[src/design/spqdo_pkg.sv]
// ----------------------------------------------------------------------------
// spqdo_pkg
// Types and codes shared by the strict priority queue modules.
// ----------------------------------------------------------------------------
package spqdo_pkg;

    localparam int NUM_FIFO_CLASSES = 3;
    localparam logic [1:0] LOW_CLASS = 2'd3;
    localparam logic [3:0] LIMIT_RESET = 4'd5;

    localparam logic CMD_ENQ = 1'b0;
    localparam logic CMD_DEQ = 1'b1;

    localparam logic [2:0] ST_QUEUED  = 3'd0;
    localparam logic [2:0] ST_EVICTED = 3'd1;
    localparam logic [2:0] ST_FULL    = 3'd2;
    localparam logic [2:0] ST_SERVED  = 3'd3;
    localparam logic [2:0] ST_EMPTY   = 3'd4;

    typedef enum logic [2:0] {
        FSM_IDLE = 3'b001,
        FSM_EXEC = 3'b010,
        FSM_RESP = 3'b100
    } spqdo_state_t;

    typedef enum logic [1:0] {
        SRC_NONE,
        SRC_CLASS,
        SRC_RING
    } spqdo_src_t;

    typedef struct packed {
        logic capture;
        logic exec;
        logic load;
    } spqdo_cmd_t;

    typedef struct packed {
        logic out_valid;
    } spqdo_stat_t;

endpackage

[src/design/spqdo_ctrl.sv]
// ----------------------------------------------------------------------------
// spqdo_ctrl
// Controller: sequences capture, execution and result load of one transaction.
// ----------------------------------------------------------------------------
module spqdo_ctrl
    import spqdo_pkg::*;
(
    input  logic        clk,
    input  logic        rst_n,
    input  logic        s_tvalid,
    output logic        s_tready,
    input  logic        m_tready,
    input  spqdo_stat_t stat,
    output spqdo_cmd_t  cmd
);

    spqdo_state_t state_reg;
    spqdo_state_t state_next;

    always_comb
    begin
        state_next  = state_reg;
        s_tready    = (state_reg == FSM_IDLE);
        cmd.capture = 1'b0;
        cmd.exec    = 1'b0;
        cmd.load    = 1'b0;
        case (state_reg)
            FSM_IDLE:
            begin
                if (s_tvalid)
                begin
                    cmd.capture = 1'b1;
                    state_next  = FSM_EXEC;
                end
            end
            FSM_EXEC:
            begin
                cmd.exec   = 1'b1;
                state_next = FSM_RESP;
            end
            FSM_RESP:
            begin
                if (!stat.out_valid || m_tready)
                begin
                    cmd.load   = 1'b1;
                    state_next = FSM_IDLE;
                end
            end
            default:
            begin
                state_next = FSM_IDLE;
            end
        endcase
    end

    always_ff @(posedge clk or negedge rst_n)
    begin
        if (!rst_n)
        begin
            state_reg <= FSM_IDLE;
        end
        else
        begin
            state_reg <= state_next;
        end
    end

endmodule

[src/design/spqdo_datapath.sv]
// ----------------------------------------------------------------------------
// spqdo_datapath
// Datapath: class FIFO memory, class 3 ring, pointers and result register.
// ----------------------------------------------------------------------------
module spqdo_datapath
    import spqdo_pkg::*;
#(
    parameter int CLASS_DEPTH = 16,
    parameter int LOW_DEPTH   = 8
)
(
    input  logic        clk,
    input  logic        rst_n,
    input  spqdo_cmd_t  cmd,
    output spqdo_stat_t stat,
    input  logic [31:0] s_tdata,
    input  logic [2:0]  s_tuser,
    input  logic        cfg_valid,
    input  logic [3:0]  cfg_data,
    output logic        m_tvalid,
    input  logic        m_tready,
    output logic [31:0] m_tdata,
    output logic [4:0]  m_tuser
);

    localparam int CAW  = $clog2(CLASS_DEPTH);
    localparam int CCW  = $clog2(CLASS_DEPTH + 1);
    localparam int MAW  = $clog2(NUM_FIFO_CLASSES * CLASS_DEPTH);
    localparam int LAW  = (LOW_DEPTH > 1) ? $clog2(LOW_DEPTH) : 1;
    localparam int LCW  = $clog2(LOW_DEPTH + 1);
    localparam int CMPW = (LCW > 4) ? LCW : 4;
    localparam logic [CCW-1:0]  CNT_FULL = CCW'(CLASS_DEPTH);
    localparam logic [CAW-1:0]  CPTR_MAX = CAW'(CLASS_DEPTH - 1);
    localparam logic [LAW-1:0]  LPTR_MAX = LAW'(LOW_DEPTH - 1);
    localparam logic [CMPW-1:0] LIM_MAX  = CMPW'(LOW_DEPTH);

    function automatic logic [CAW-1:0] cwrap(input logic [CAW-1:0] p);
        cwrap = (p == CPTR_MAX) ? '0 : p + CAW'(1);
    endfunction

    function automatic logic [LAW-1:0] lwrap(input logic [LAW-1:0] p);
        lwrap = (p == LPTR_MAX) ? '0 : p + LAW'(1);
    endfunction

    logic [CAW-1:0] head_reg [NUM_FIFO_CLASSES];
    logic [CAW-1:0] head_next[NUM_FIFO_CLASSES];
    logic [CAW-1:0] tail_reg [NUM_FIFO_CLASSES];
    logic [CAW-1:0] tail_next[NUM_FIFO_CLASSES];
    logic [CCW-1:0] cnt_reg  [NUM_FIFO_CLASSES];
    logic [CCW-1:0] cnt_next [NUM_FIFO_CLASSES];

    logic [LAW-1:0] lhead_reg, lhead_next;
    logic [LAW-1:0] ltail_reg, ltail_next;
    logic [LCW-1:0] lcnt_reg, lcnt_next;
    logic [3:0]     limit_reg;

    logic           op_reg;
    logic [1:0]     cls_reg;
    logic [31:0]    word_reg;

    logic [31:0]    cmem [NUM_FIFO_CLASSES * CLASS_DEPTH];
    logic [31:0]    cmem_rd_reg;
    logic           cmem_we, cmem_re;
    logic [MAW-1:0] cmem_waddr, cmem_raddr;

    logic [31:0]    rmem [LOW_DEPTH];
    logic [31:0]    rmem_rd_reg;
    logic           rmem_we, rmem_re;

    logic [2:0]     res_status_reg, res_status_next;
    logic [1:0]     res_class_reg, res_class_next;
    spqdo_src_t     res_src_reg, res_src_next;

    logic           out_valid_reg;
    logic [2:0]     out_status_reg;
    logic [1:0]     out_class_reg;
    logic [31:0]    out_word_reg;

    logic [CMPW-1:0] lim_ext;
    logic [CMPW-1:0] lcnt_ext;
    logic            evict;
    logic            found;
    logic [1:0]      pick;
    logic [CCW-1:0]  cnt_sel;

    assign lim_ext  = (limit_reg == 4'd0) ? CMPW'(1) :
                      (CMPW'(limit_reg) > LIM_MAX) ? LIM_MAX : CMPW'(limit_reg);
    assign lcnt_ext = CMPW'(lcnt_reg);
    assign evict    = (lcnt_ext >= lim_ext);

    always_comb
    begin
        found   = 1'b0;
        pick    = 2'd0;
        cnt_sel = '0;
        for (int c = NUM_FIFO_CLASSES - 1; c >= 0; c--)
        begin
            if (cnt_reg[c] != '0)
            begin
                found = 1'b1;
                pick  = 2'(c);
            end
            if (cls_reg == 2'(c))
            begin
                cnt_sel = cnt_reg[c];
            end
        end
    end

    always_comb
    begin
        head_next       = head_reg;
        tail_next       = tail_reg;
        cnt_next        = cnt_reg;
        lhead_next      = lhead_reg;
        ltail_next      = ltail_reg;
        lcnt_next       = lcnt_reg;
        res_status_next = res_status_reg;
        res_class_next  = res_class_reg;
        res_src_next    = res_src_reg;
        cmem_we         = 1'b0;
        cmem_re         = 1'b0;
        cmem_waddr      = '0;
        cmem_raddr      = '0;
        rmem_we         = 1'b0;
        rmem_re         = 1'b0;
        if (cmd.exec)
        begin
            res_status_next = ST_QUEUED;
            res_class_next  = 2'd0;
            res_src_next    = SRC_NONE;
            if (op_reg == CMD_ENQ)
            begin
                if (cls_reg != LOW_CLASS)
                begin
                    if (cnt_sel == CNT_FULL)
                    begin
                        res_status_next = ST_FULL;
                    end
                    else
                    begin
                        cmem_we = 1'b1;
                        for (int c = 0; c < NUM_FIFO_CLASSES; c++)
                        begin
                            if (cls_reg == 2'(c))
                            begin
                                cmem_waddr   = MAW'(c * CLASS_DEPTH) + MAW'(tail_reg[c]);
                                tail_next[c] = cwrap(tail_reg[c]);
                                cnt_next[c]  = cnt_reg[c] + CCW'(1);
                            end
                        end
                    end
                end
                else
                begin
                    rmem_we    = 1'b1;
                    ltail_next = lwrap(ltail_reg);
                    if (evict)
                    begin
                        rmem_re         = 1'b1;
                        lhead_next      = lwrap(lhead_reg);
                        res_status_next = ST_EVICTED;
                        res_class_next  = LOW_CLASS;
                        res_src_next    = SRC_RING;
                    end
                    else
                    begin
                        lcnt_next = lcnt_reg + LCW'(1);
                    end
                end
            end
            else if (found)
            begin
                cmem_re = 1'b1;
                for (int c = 0; c < NUM_FIFO_CLASSES; c++)
                begin
                    if (pick == 2'(c))
                    begin
                        cmem_raddr   = MAW'(c * CLASS_DEPTH) + MAW'(head_reg[c]);
                        head_next[c] = cwrap(head_reg[c]);
                        cnt_next[c]  = cnt_reg[c] - CCW'(1);
                    end
                end
                res_status_next = ST_SERVED;
                res_class_next  = pick;
                res_src_next    = SRC_CLASS;
            end
            else if (lcnt_reg != '0)
            begin
                rmem_re         = 1'b1;
                lhead_next      = lwrap(lhead_reg);
                lcnt_next       = lcnt_reg - LCW'(1);
                res_status_next = ST_SERVED;
                res_class_next  = LOW_CLASS;
                res_src_next    = SRC_RING;
            end
            else
            begin
                res_status_next = ST_EMPTY;
            end
        end
    end

    always_ff @(posedge clk)
    begin
        if (cmem_we)
        begin
            cmem[cmem_waddr] <= word_reg;
        end
        if (cmem_re)
        begin
            cmem_rd_reg <= cmem[cmem_raddr];
        end
    end

    always_ff @(posedge clk)
    begin
        if (rmem_we)
        begin
            rmem[ltail_reg] <= word_reg;
        end
        if (rmem_re)
        begin
            rmem_rd_reg <= rmem[lhead_reg];
        end
    end

    always_ff @(posedge clk)
    begin
        if (cmd.capture)
        begin
            op_reg   <= s_tuser[0];
            cls_reg  <= s_tuser[2:1];
            word_reg <= s_tdata;
        end
        res_status_reg <= res_status_next;
        res_class_reg  <= res_class_next;
        res_src_reg    <= res_src_next;
        if (cmd.load)
        begin
            out_status_reg <= res_status_reg;
            out_class_reg  <= res_class_reg;
            case (res_src_reg)
                SRC_CLASS: out_word_reg <= cmem_rd_reg;
                SRC_RING:  out_word_reg <= rmem_rd_reg;
                default:   out_word_reg <= '0;
            endcase
        end
    end

    always_ff @(posedge clk or negedge rst_n)
    begin
        if (!rst_n)
        begin
            for (int c = 0; c < NUM_FIFO_CLASSES; c++)
            begin
                head_reg[c] <= '0;
                tail_reg[c] <= '0;
                cnt_reg[c]  <= '0;
            end
            lhead_reg     <= '0;
            ltail_reg     <= '0;
            lcnt_reg      <= '0;
            limit_reg     <= LIMIT_RESET;
            out_valid_reg <= 1'b0;
        end
        else
        begin
            head_reg  <= head_next;
            tail_reg  <= tail_next;
            cnt_reg   <= cnt_next;
            lhead_reg <= lhead_next;
            ltail_reg <= ltail_next;
            lcnt_reg  <= lcnt_next;
            if (cfg_valid)
            begin
                limit_reg <= cfg_data;
            end
            if (cmd.load)
            begin
                out_valid_reg <= 1'b1;
            end
            else if (m_tready)
            begin
                out_valid_reg <= 1'b0;
            end
        end
    end

    assign stat.out_valid = out_valid_reg;
    assign m_tvalid       = out_valid_reg;
    assign m_tdata        = out_word_reg;
    assign m_tuser        = {out_class_reg, out_status_reg};

endmodule

[src/design/strict_priority_queue_with_drop_oldest_unit.sv]
// ----------------------------------------------------------------------------
// strict_priority_queue_with_drop_oldest_unit
// Four-class strict priority queue with a drop-oldest class 3 ring.
// ----------------------------------------------------------------------------
// Usage:
//   Slave stream carries one command per transaction: s_tuser selects
//   enqueue or dequeue and the class, s_tdata carries id and amount.
//   Every command returns exactly one result transaction on the master
//   stream: status and class in m_tuser, id and amount in m_tdata.
//   Classes 0..2 reject when full; class 3 evicts its oldest entry once
//   the ring holds low_class_limit entries (written over cfg_data).
// Timing:
//   A command passes capture, execution with one memory access and result
//   load in turn before its result is valid; this order is set by the
//   controller sequence and the registered read of the FIFO memories. The
//   unit takes no new command until the previous result is loaded.
// Reset:
//   Clears all pointers and counts, drops any pending result and sets the
//   class 3 limit to 5. Queue memories are not cleared.
// Stall:
//   The result register holds while m_tready is low; the next command may
//   be taken meanwhile, and its result waits until the register frees.
// ----------------------------------------------------------------------------
module strict_priority_queue_with_drop_oldest_unit
    import spqdo_pkg::*;
#(
    parameter int CLASS_DEPTH = 16,
    parameter int LOW_DEPTH   = 8
)
(
    input  logic        clk,
    input  logic        rst_n,
    input  logic        s_tvalid,
    output logic        s_tready,
    input  logic [31:0] s_tdata,   // item_id_in[15:0], amount_in[31:16]
    input  logic [2:0]  s_tuser,   // cmd[0], class_in[2:1]
    output logic        m_tvalid,
    input  logic        m_tready,
    output logic [31:0] m_tdata,   // item_id_out[15:0], amount_out[31:16]
    output logic [4:0]  m_tuser,   // status[2:0], class_out[4:3]
    input  logic        cfg_valid,
    output logic        cfg_ready,
    input  logic [3:0]  cfg_data   // low_class_limit
);

    spqdo_cmd_t  cmd;
    spqdo_stat_t stat;

    assign cfg_ready = 1'b1;

    spqdo_ctrl u_ctrl
    (
        .clk      (clk),
        .rst_n    (rst_n),
        .s_tvalid (s_tvalid),
        .s_tready (s_tready),
        .m_tready (m_tready),
        .stat     (stat),
        .cmd      (cmd)
    );

    spqdo_datapath #(
        .CLASS_DEPTH (CLASS_DEPTH),
        .LOW_DEPTH   (LOW_DEPTH)
    ) u_datapath
    (
        .clk       (clk),
        .rst_n     (rst_n),
        .cmd       (cmd),
        .stat      (stat),
        .s_tdata   (s_tdata),
        .s_tuser   (s_tuser),
        .cfg_valid (cfg_valid & cfg_ready),
        .cfg_data  (cfg_data),
        .m_tvalid  (m_tvalid),
        .m_tready  (m_tready),
        .m_tdata   (m_tdata),
        .m_tuser   (m_tuser)
    );

endmodule

[config.mk]
export PLATFORM = sky130hd
export DESIGN_NAME = strict_priority_queue_with_drop_oldest_unit
export DESIGN_NICKNAME = d
export VERILOG_FILES = /design/src/design/spqdo_pkg.sv /design/src/design/spqdo_ctrl.sv /design/src/design/spqdo_datapath.sv /design/src/design/strict_priority_queue_with_drop_oldest_unit.sv
export SDC_FILE = /design/constraint.sdc
export NUM_CORES = 2
export LEC_CHECK = 0
export BUFFER_PORTS_ARGS = -buffer_cell sky130_fd_sc_hd__buf_2
export CORE_ASPECT_RATIO = 2
export CORE_UTILIZATION = 63
export CTS_CLUSTER_SIZE = 30
export DETAILED_ROUTE_END_ITERATION = 6
export PLACE_DENSITY_LB_ADDON = 0.05
export SETUP_SLACK_MARGIN = 0.2
export SYNTH_ARGS = -nofsm -noshare
export SYNTH_HDL_FRONTEND = slang
export SYNTH_SLANG_ARGS = --single-unit
[constraint.sdc]
create_clock -name clk -period 5.95 [get_ports clk]
set_input_delay 0.2975 -clock clk [delete_from_list [all_inputs] [get_ports clk]]
set_output_delay 0.2975 -clock clk [all_outputs]
set_load 0.05 [all_outputs]
Word-level counts from Yosys, hierarchy flattened
Memories as Yosys holds them, arrays and structs flattened. A register that Yosys moved wholly into a read port is not among the register bits.
Cells that the tools add are included.

cells by class
  add/subtract/negate cells = 20
  $lt $le $gt $ge = 2
  eq/ne operators = 30
  muxes and demuxes = 99
  bitwise logic cells = 3
  reductions and logical operators = 28

operators with widths
  kind                   count
  $mux W6                11
  $pmux W32 S2           1
  $mux W15               4
  $mux W4                15
  $mux W5                9
  $mux W3                13
  $mux W1                31
  $add A4 B1 Y4 const B  7
  $mux W2                14
  $reduce_and A5 Y1      5
  $eq A4 B4 Y1 const B   6
  $reduce_and A6 Y1      3
  $ne A2 B2 Y1 const B   8
  $add A5 B1 Y5 const B  3
  $reduce_bool A5 Y1     3
  $sub A5 B1 Y5 const B  3
  $add A5 B4 Y6 const A  2
  $add A6 B4 Y6 const A  2
  $reduce_and A4 Y1      3
  $reduce_bool A2 Y1     6
  $eq A3 B3 Y1 const B   3
  $pmux W3 S3            1
  $ne A2 B1 Y1 const B   4
  $add A3 B1 Y3 const B  2
  16 further kinds       23

word-level totals
  bits in registers = 136
  bits in writable memories = 1792
  input bits = 44
  output and inout port bits = 40
  logic and storage cells = 208
  memories kept = 2

memories
  name             words  width  rd ports  clocked after Yosys merged registers in  wr ports  RTL line              RTL
  u_datapath.cmem  48     32     1         1                                        1         spqdo_datapath.sv:61  logic [31:0] cmem [NUM_FIFO_CLASSES * CLASS_DEPTH];
  u_datapath.rmem  8      32     1         1                                        1         spqdo_datapath.sv:66  logic [31:0] rmem [LOW_DEPTH];

Logic depth before layout (Yosys ltp)
  word-level depth = 11
  mapped depth = 14
  mapped depth without buffers = 13

Cells and area by module
From an unflattened synthesis, not the netlist that was laid out.

second synthesis, totals
  cell total of the unflattened synthesis = 4986
  area, all modules = 77523.1 µm²

modules (own cells, without submodules)
  module                                       instances  cells an instance  area each (µm²)  seq. area each (µm²)
  spqdo_datapath                               1          4969               77330.4          59459.5
  spqdo_ctrl                                   1          15                 181.4            76.3
  strict_priority_queue_with_drop_oldest_unit  1          2                  11.3             0.0

Worst setup path after synthesis
No wires, ideal clock.

  path kind = register -> register
  start = register u_datapath.op_reg
  end = memory u_datapath.rmem[0][0], enable pin
  library setup time = 461 ps
  arrival = 3644 ps
  required time = 5489 ps
  path slack = 1845 ps
  cell stages (with the launch flop) = 5
  path buffers = 0
  period minus slack after synthesis = 4105 ps
  path through = edfxtp_1 nor3_1 nand3_1 or2_2 nor3_1

between the ends
  longest elaborated chain between the ends = 4

ends and longest elaborated chain
  what                           RTL line               RTL
  start: declaration             spqdo_datapath.sv:57   logic op_reg;
  start signal: assignment       spqdo_datapath.sv:232  op_reg <= s_tuser[0];
  $mux W1                        spqdo_datapath.sv:132  if (op_reg == CMD_ENQ)
  $mux W1                        spqdo_datapath.sv:127  if (cmd.exec)
  $mux W1                        spqdo_datapath.sv:218  if (rmem_we)
  $mux W1 (not written as such)  spqdo_datapath.sv:220  rmem[ltail_reg] <= word_reg;
  end: declaration               spqdo_datapath.sv:66

No other way between the ends.

Worst setup path after layout
  start = register u_datapath.cnt_reg[1] (netlist bit)
  end = register u_datapath.cmem_rd_reg[23], read port of u_datapath.cmem, data pin

between the ends
  longest elaborated chain between the ends = 11
  elaborated cells on any way between the ends = 19
  classes of those cells = eq/ne: 2; mux: 15; reduce/logical: 2

ends and longest elaborated chain
  what                      RTL line               RTL
  start: declaration        spqdo_datapath.sv:49   logic [CCW-1:0] cnt_reg [NUM_FIFO_CLASSES];
  start signal: assignment  spqdo_datapath.sv:271  cnt_reg <= cnt_next;
  $reduce_bool A5 Y1 (*)    spqdo_datapath.sv:98   if (cnt_reg[c] != '0)
  $mux W2 (3 in series)     spqdo_datapath.sv:98
  $logic_not A2 Y1          spqdo_datapath.sv:177  if (pick == 2'(c))
  $mux W4                   spqdo_datapath.sv:177
  $mux W6 (2 in series)     spqdo_datapath.sv:177
  $mux W6                   spqdo_datapath.sv:172  else if (found)
  $mux W6                   spqdo_datapath.sv:132
  $mux W6                   spqdo_datapath.sv:127
  end: declaration          spqdo_datapath.sv:62   logic [31:0] cmem_rd_reg;

Mark *: on every way between the ends. The rest lies on a longest branch, timed or not.
A chain may end at the register's enable or synchronous reset.

==> run metrics <==
status=finished clean; TritonCTS Buffers=163; CP Launch Type=register; hold worst-path end=u_datapath.word_reg[19]$_DFFE_PP_; cell taking the most area after synthesis=edfxtp_1; row cnt=182; Worst-Margin Slew=1271 ps; area of the die=0.1252 mm²; Ports=84; R2R Setup Slk=800 ps; kind of end point of the critical path=register; DP Area=0.08132 mm²; biggest regs=u_datapath.cmem: 1536 flops, u_datapath.rmem: 256 flops; residual DRC count=0; max reg flops=1,536; Initial Utilization=0.6352; HP Class=input port to register; Worst Setup Path Type=register to register; vias=48,060; synth unique cells=79; Data arrival, critical path=5780 ps; Clk pin slew, worst setup/hold paths=70 ps; pin count of the biggest net entering global routing=86; Slew Limit Fails=0; vias in the first global route=47,690; die span in x=250.7 µm; asr flop ratio synth=0.02861; Synth Warn #=0; crit path time final=5154 ps; Synth area leaders=edfxtp_1 75%, nand2_1 5.6%, mux4_2 1.8%; fmax=194.0 MHz; Avg Cell Area, Syn=14.72 µm²; worst-path fanout max=43; Synth Flop Type=edfxtp_1; layout cells sized above 1=0.1348; global-route wire length before repair=328.2 mm; initial antenna violation count=6; global route total overflow=0; PD cells=357.0 mW/mm²; htree depth=4; post-route cell area=0.08720 mm²; Vias/cell=6.688; final worst-path cycle share=0.8662; Clock Skews=30.62 ps; clock root cell=clkbuf_16; Seq cells post-synth=1,992; GP Congestion=0.9184; Non-Filler Instances=7,185; EDFF count, synth=1,935; Inst Count DP=6,836; register area share after synthesis=0.7637; Leak=0.02899 µW; final hold viol count=0; DRT iter0 DRCs=6,135; Req. time, crit path=6580 ps; Port Buf Inserts=82; origin of the critical flop-to-flop path=u_datapath.cnt_reg[1]$_DFFE_PN0P_; clock sinks=1,992; Antenna Nets Post-Route=0; Core ar.=0.1227 mm²; Setup-failing EPs final=0; synthesized area=0.07796 mm²; HP Start=s_tdata[19]; total chip power=31,130 µW; Max-slew headroom=0.1462; nets=5,559; post-layout util=0.7104; wire per inst=31.93 µm; Mapped Cells=5,296; Syn Nets=5,371; RR Endpoint=u_datapath.cmem_rd_reg[23]$_DFFE_PP_; WHS Path Cells=2; Skew-Pair Late Insertion Delay=820 ps; buffer depth of the longest clock path=3; number of max-cap violations=0; Peak VDD IR=0.3910 mV; GRT Overall Usage=0.3719; Worst Reg-to-Reg Cells=11; CTS tree=built; final setup TNS=0 ps; post-DP HPWL=139.2 mm; drt first pass iters=6; wirelength, routed=229.4 mm; die height=499.5 µm; Area Growth Syn to Fin=11.85%; RSZ-0062 raised after global routing=false; largest register by flop count=u_datapath.cmem; Synth top area share=0.7453
-- worst max path at each step --
stage	start	end	slack (ps)
floorplan	u_datapath.op_reg$_DFFE_PP_	u_datapath.rmem[0][0]$_DFFE_PP_	1850
CTS	u_datapath.op_reg$_DFFE_PP_	u_datapath.cmem_rd_reg[23]$_DFFE_PP_	900
finish	u_datapath.cnt_reg[1]$_DFFE_PN0P_	u_datapath.cmem_rd_reg[23]$_DFFE_PP_	800
global placement	u_datapath.op_reg$_DFFE_PP_	u_datapath.cmem_rd_reg[13]$_DFFE_PP_	920
global route	u_datapath.op_reg$_DFFE_PP_	u_datapath.cmem_rd_reg[23]$_DFFE_PP_	620
detailed placement	u_datapath.op_reg$_DFFE_PP_	u_datapath.cmem_rd_reg[23]$_DFFE_PP_	930
-- worst max-delay path, cell delays in order, from the launching register on --
cell and delay, ps:
dfrtp_1 410, or4_1 690, nor4_1 580, o21ai_0 290, and4_1 350, nor2_4 620
buf_12 340, buf_4 280, o211ai_1 110, a22oi_1 610, o21ai_0 420, o31ai_1 160
-- layer usage --
layer  GRT usage  vias up  part of all wire
li1            -    20370                 -
met1      0.4393    24090              0.33
met2      0.6260     2891              0.50
met3     0.06226      699             0.090
met4      0.2527        8             0.076
met5           0        -           0.00028
-- synth_stat cells (54+ instances only) --
cell type / number
a21oi_1: 170
a22oi_1: 56
a311oi_1: 122
a31oi_1: 68
and3_1: 146
buf_2: 106
clkbuf_1: 163
dfrtp_1: 54
edfxtp_1: 1935
mux2_2: 56
mux2i_1: 67
mux4_2: 64
nand2_1: 1157
nand3_1: 131
nor2_1: 223
nor3_1: 127
o21ai_0: 264
-- power by group --
| part | switching, µW | internal [µW] | leakage (µW) | total (µW) |
|---|---|---|---|---|
| Sequential | 279 | 16300 | 0.0182 | 16500 |
| Combinational | 2570 | 977 | 0.00820 | 3550 |
| Clock | 4980 | 6060 | 0.00263 | 11000 |
| Total | 7830 | 23300 | 0.0290 | 31100 |
-- stage by stage --
step | hold WS, ps | worst slack, ps
finish | 192.3 | 795.9
global route | 175.1 | 615.4
CTS | 161.9 | 895.3
detailed placement | 475.6 | 926.8
global placement | 473.5 | 918.6
floorplan | 1.909 | 1845
-- timing repair --
item	in CTS	in global routing
resized for setup	0	0
setup buffers	0	0
hold endpoints to repair	96	0
hold buffers	47	0
-- final cells by class --
type | count | area, µm²
Tap cell | 1564 | 1957
Fill cell | 8009 | 35540
Sequential cell | 1992 | 59540
Inverter | 23 | 86.33
Multi-Input combinational cell | 2962 | 17440
Antenna cell | 5 | 12.51
Clock buffer | 192 | 4294
Clock inverter | 105 | 1101
Timing Repair Buffer | 342 | 2768
-- kinds of logic (layout without fill, tap and decap cells) --
logic type	after synthesis	after routing	synth area share
XOR/XNOR	25	25	0.002809
adder cells (fa/ha/maj)	31	31	0.005360
buffers and inverters	342	662	0.01995
multiplexers	187	187	0.03518
other	1	6	0.00004810
AND/OR/NAND/NOR	1836	1836	0.09973
flip-flops	1992	1992	0.7637
AO/OA/AOI/OAI	882	882	0.07326
-- placed cells by master (no fill, tap or decap), types with 121 or more instances in the layout --
| master | count |
|---|---|
| a21oi_1 | 170 |
| a311oi_1 | 122 |
| and3_1 | 146 |
| buf_4 | 190 |
| clkbuf_16 | 168 |
| edfxtp_1 | 1935 |
| nand2_1 | 1157 |
| nand3_1 | 129 |
| nor2_1 | 162 |
| nor3_1 | 121 |
| o21ai_0 | 261 |
No activity file was read; power rests on OpenSTA's default activity.
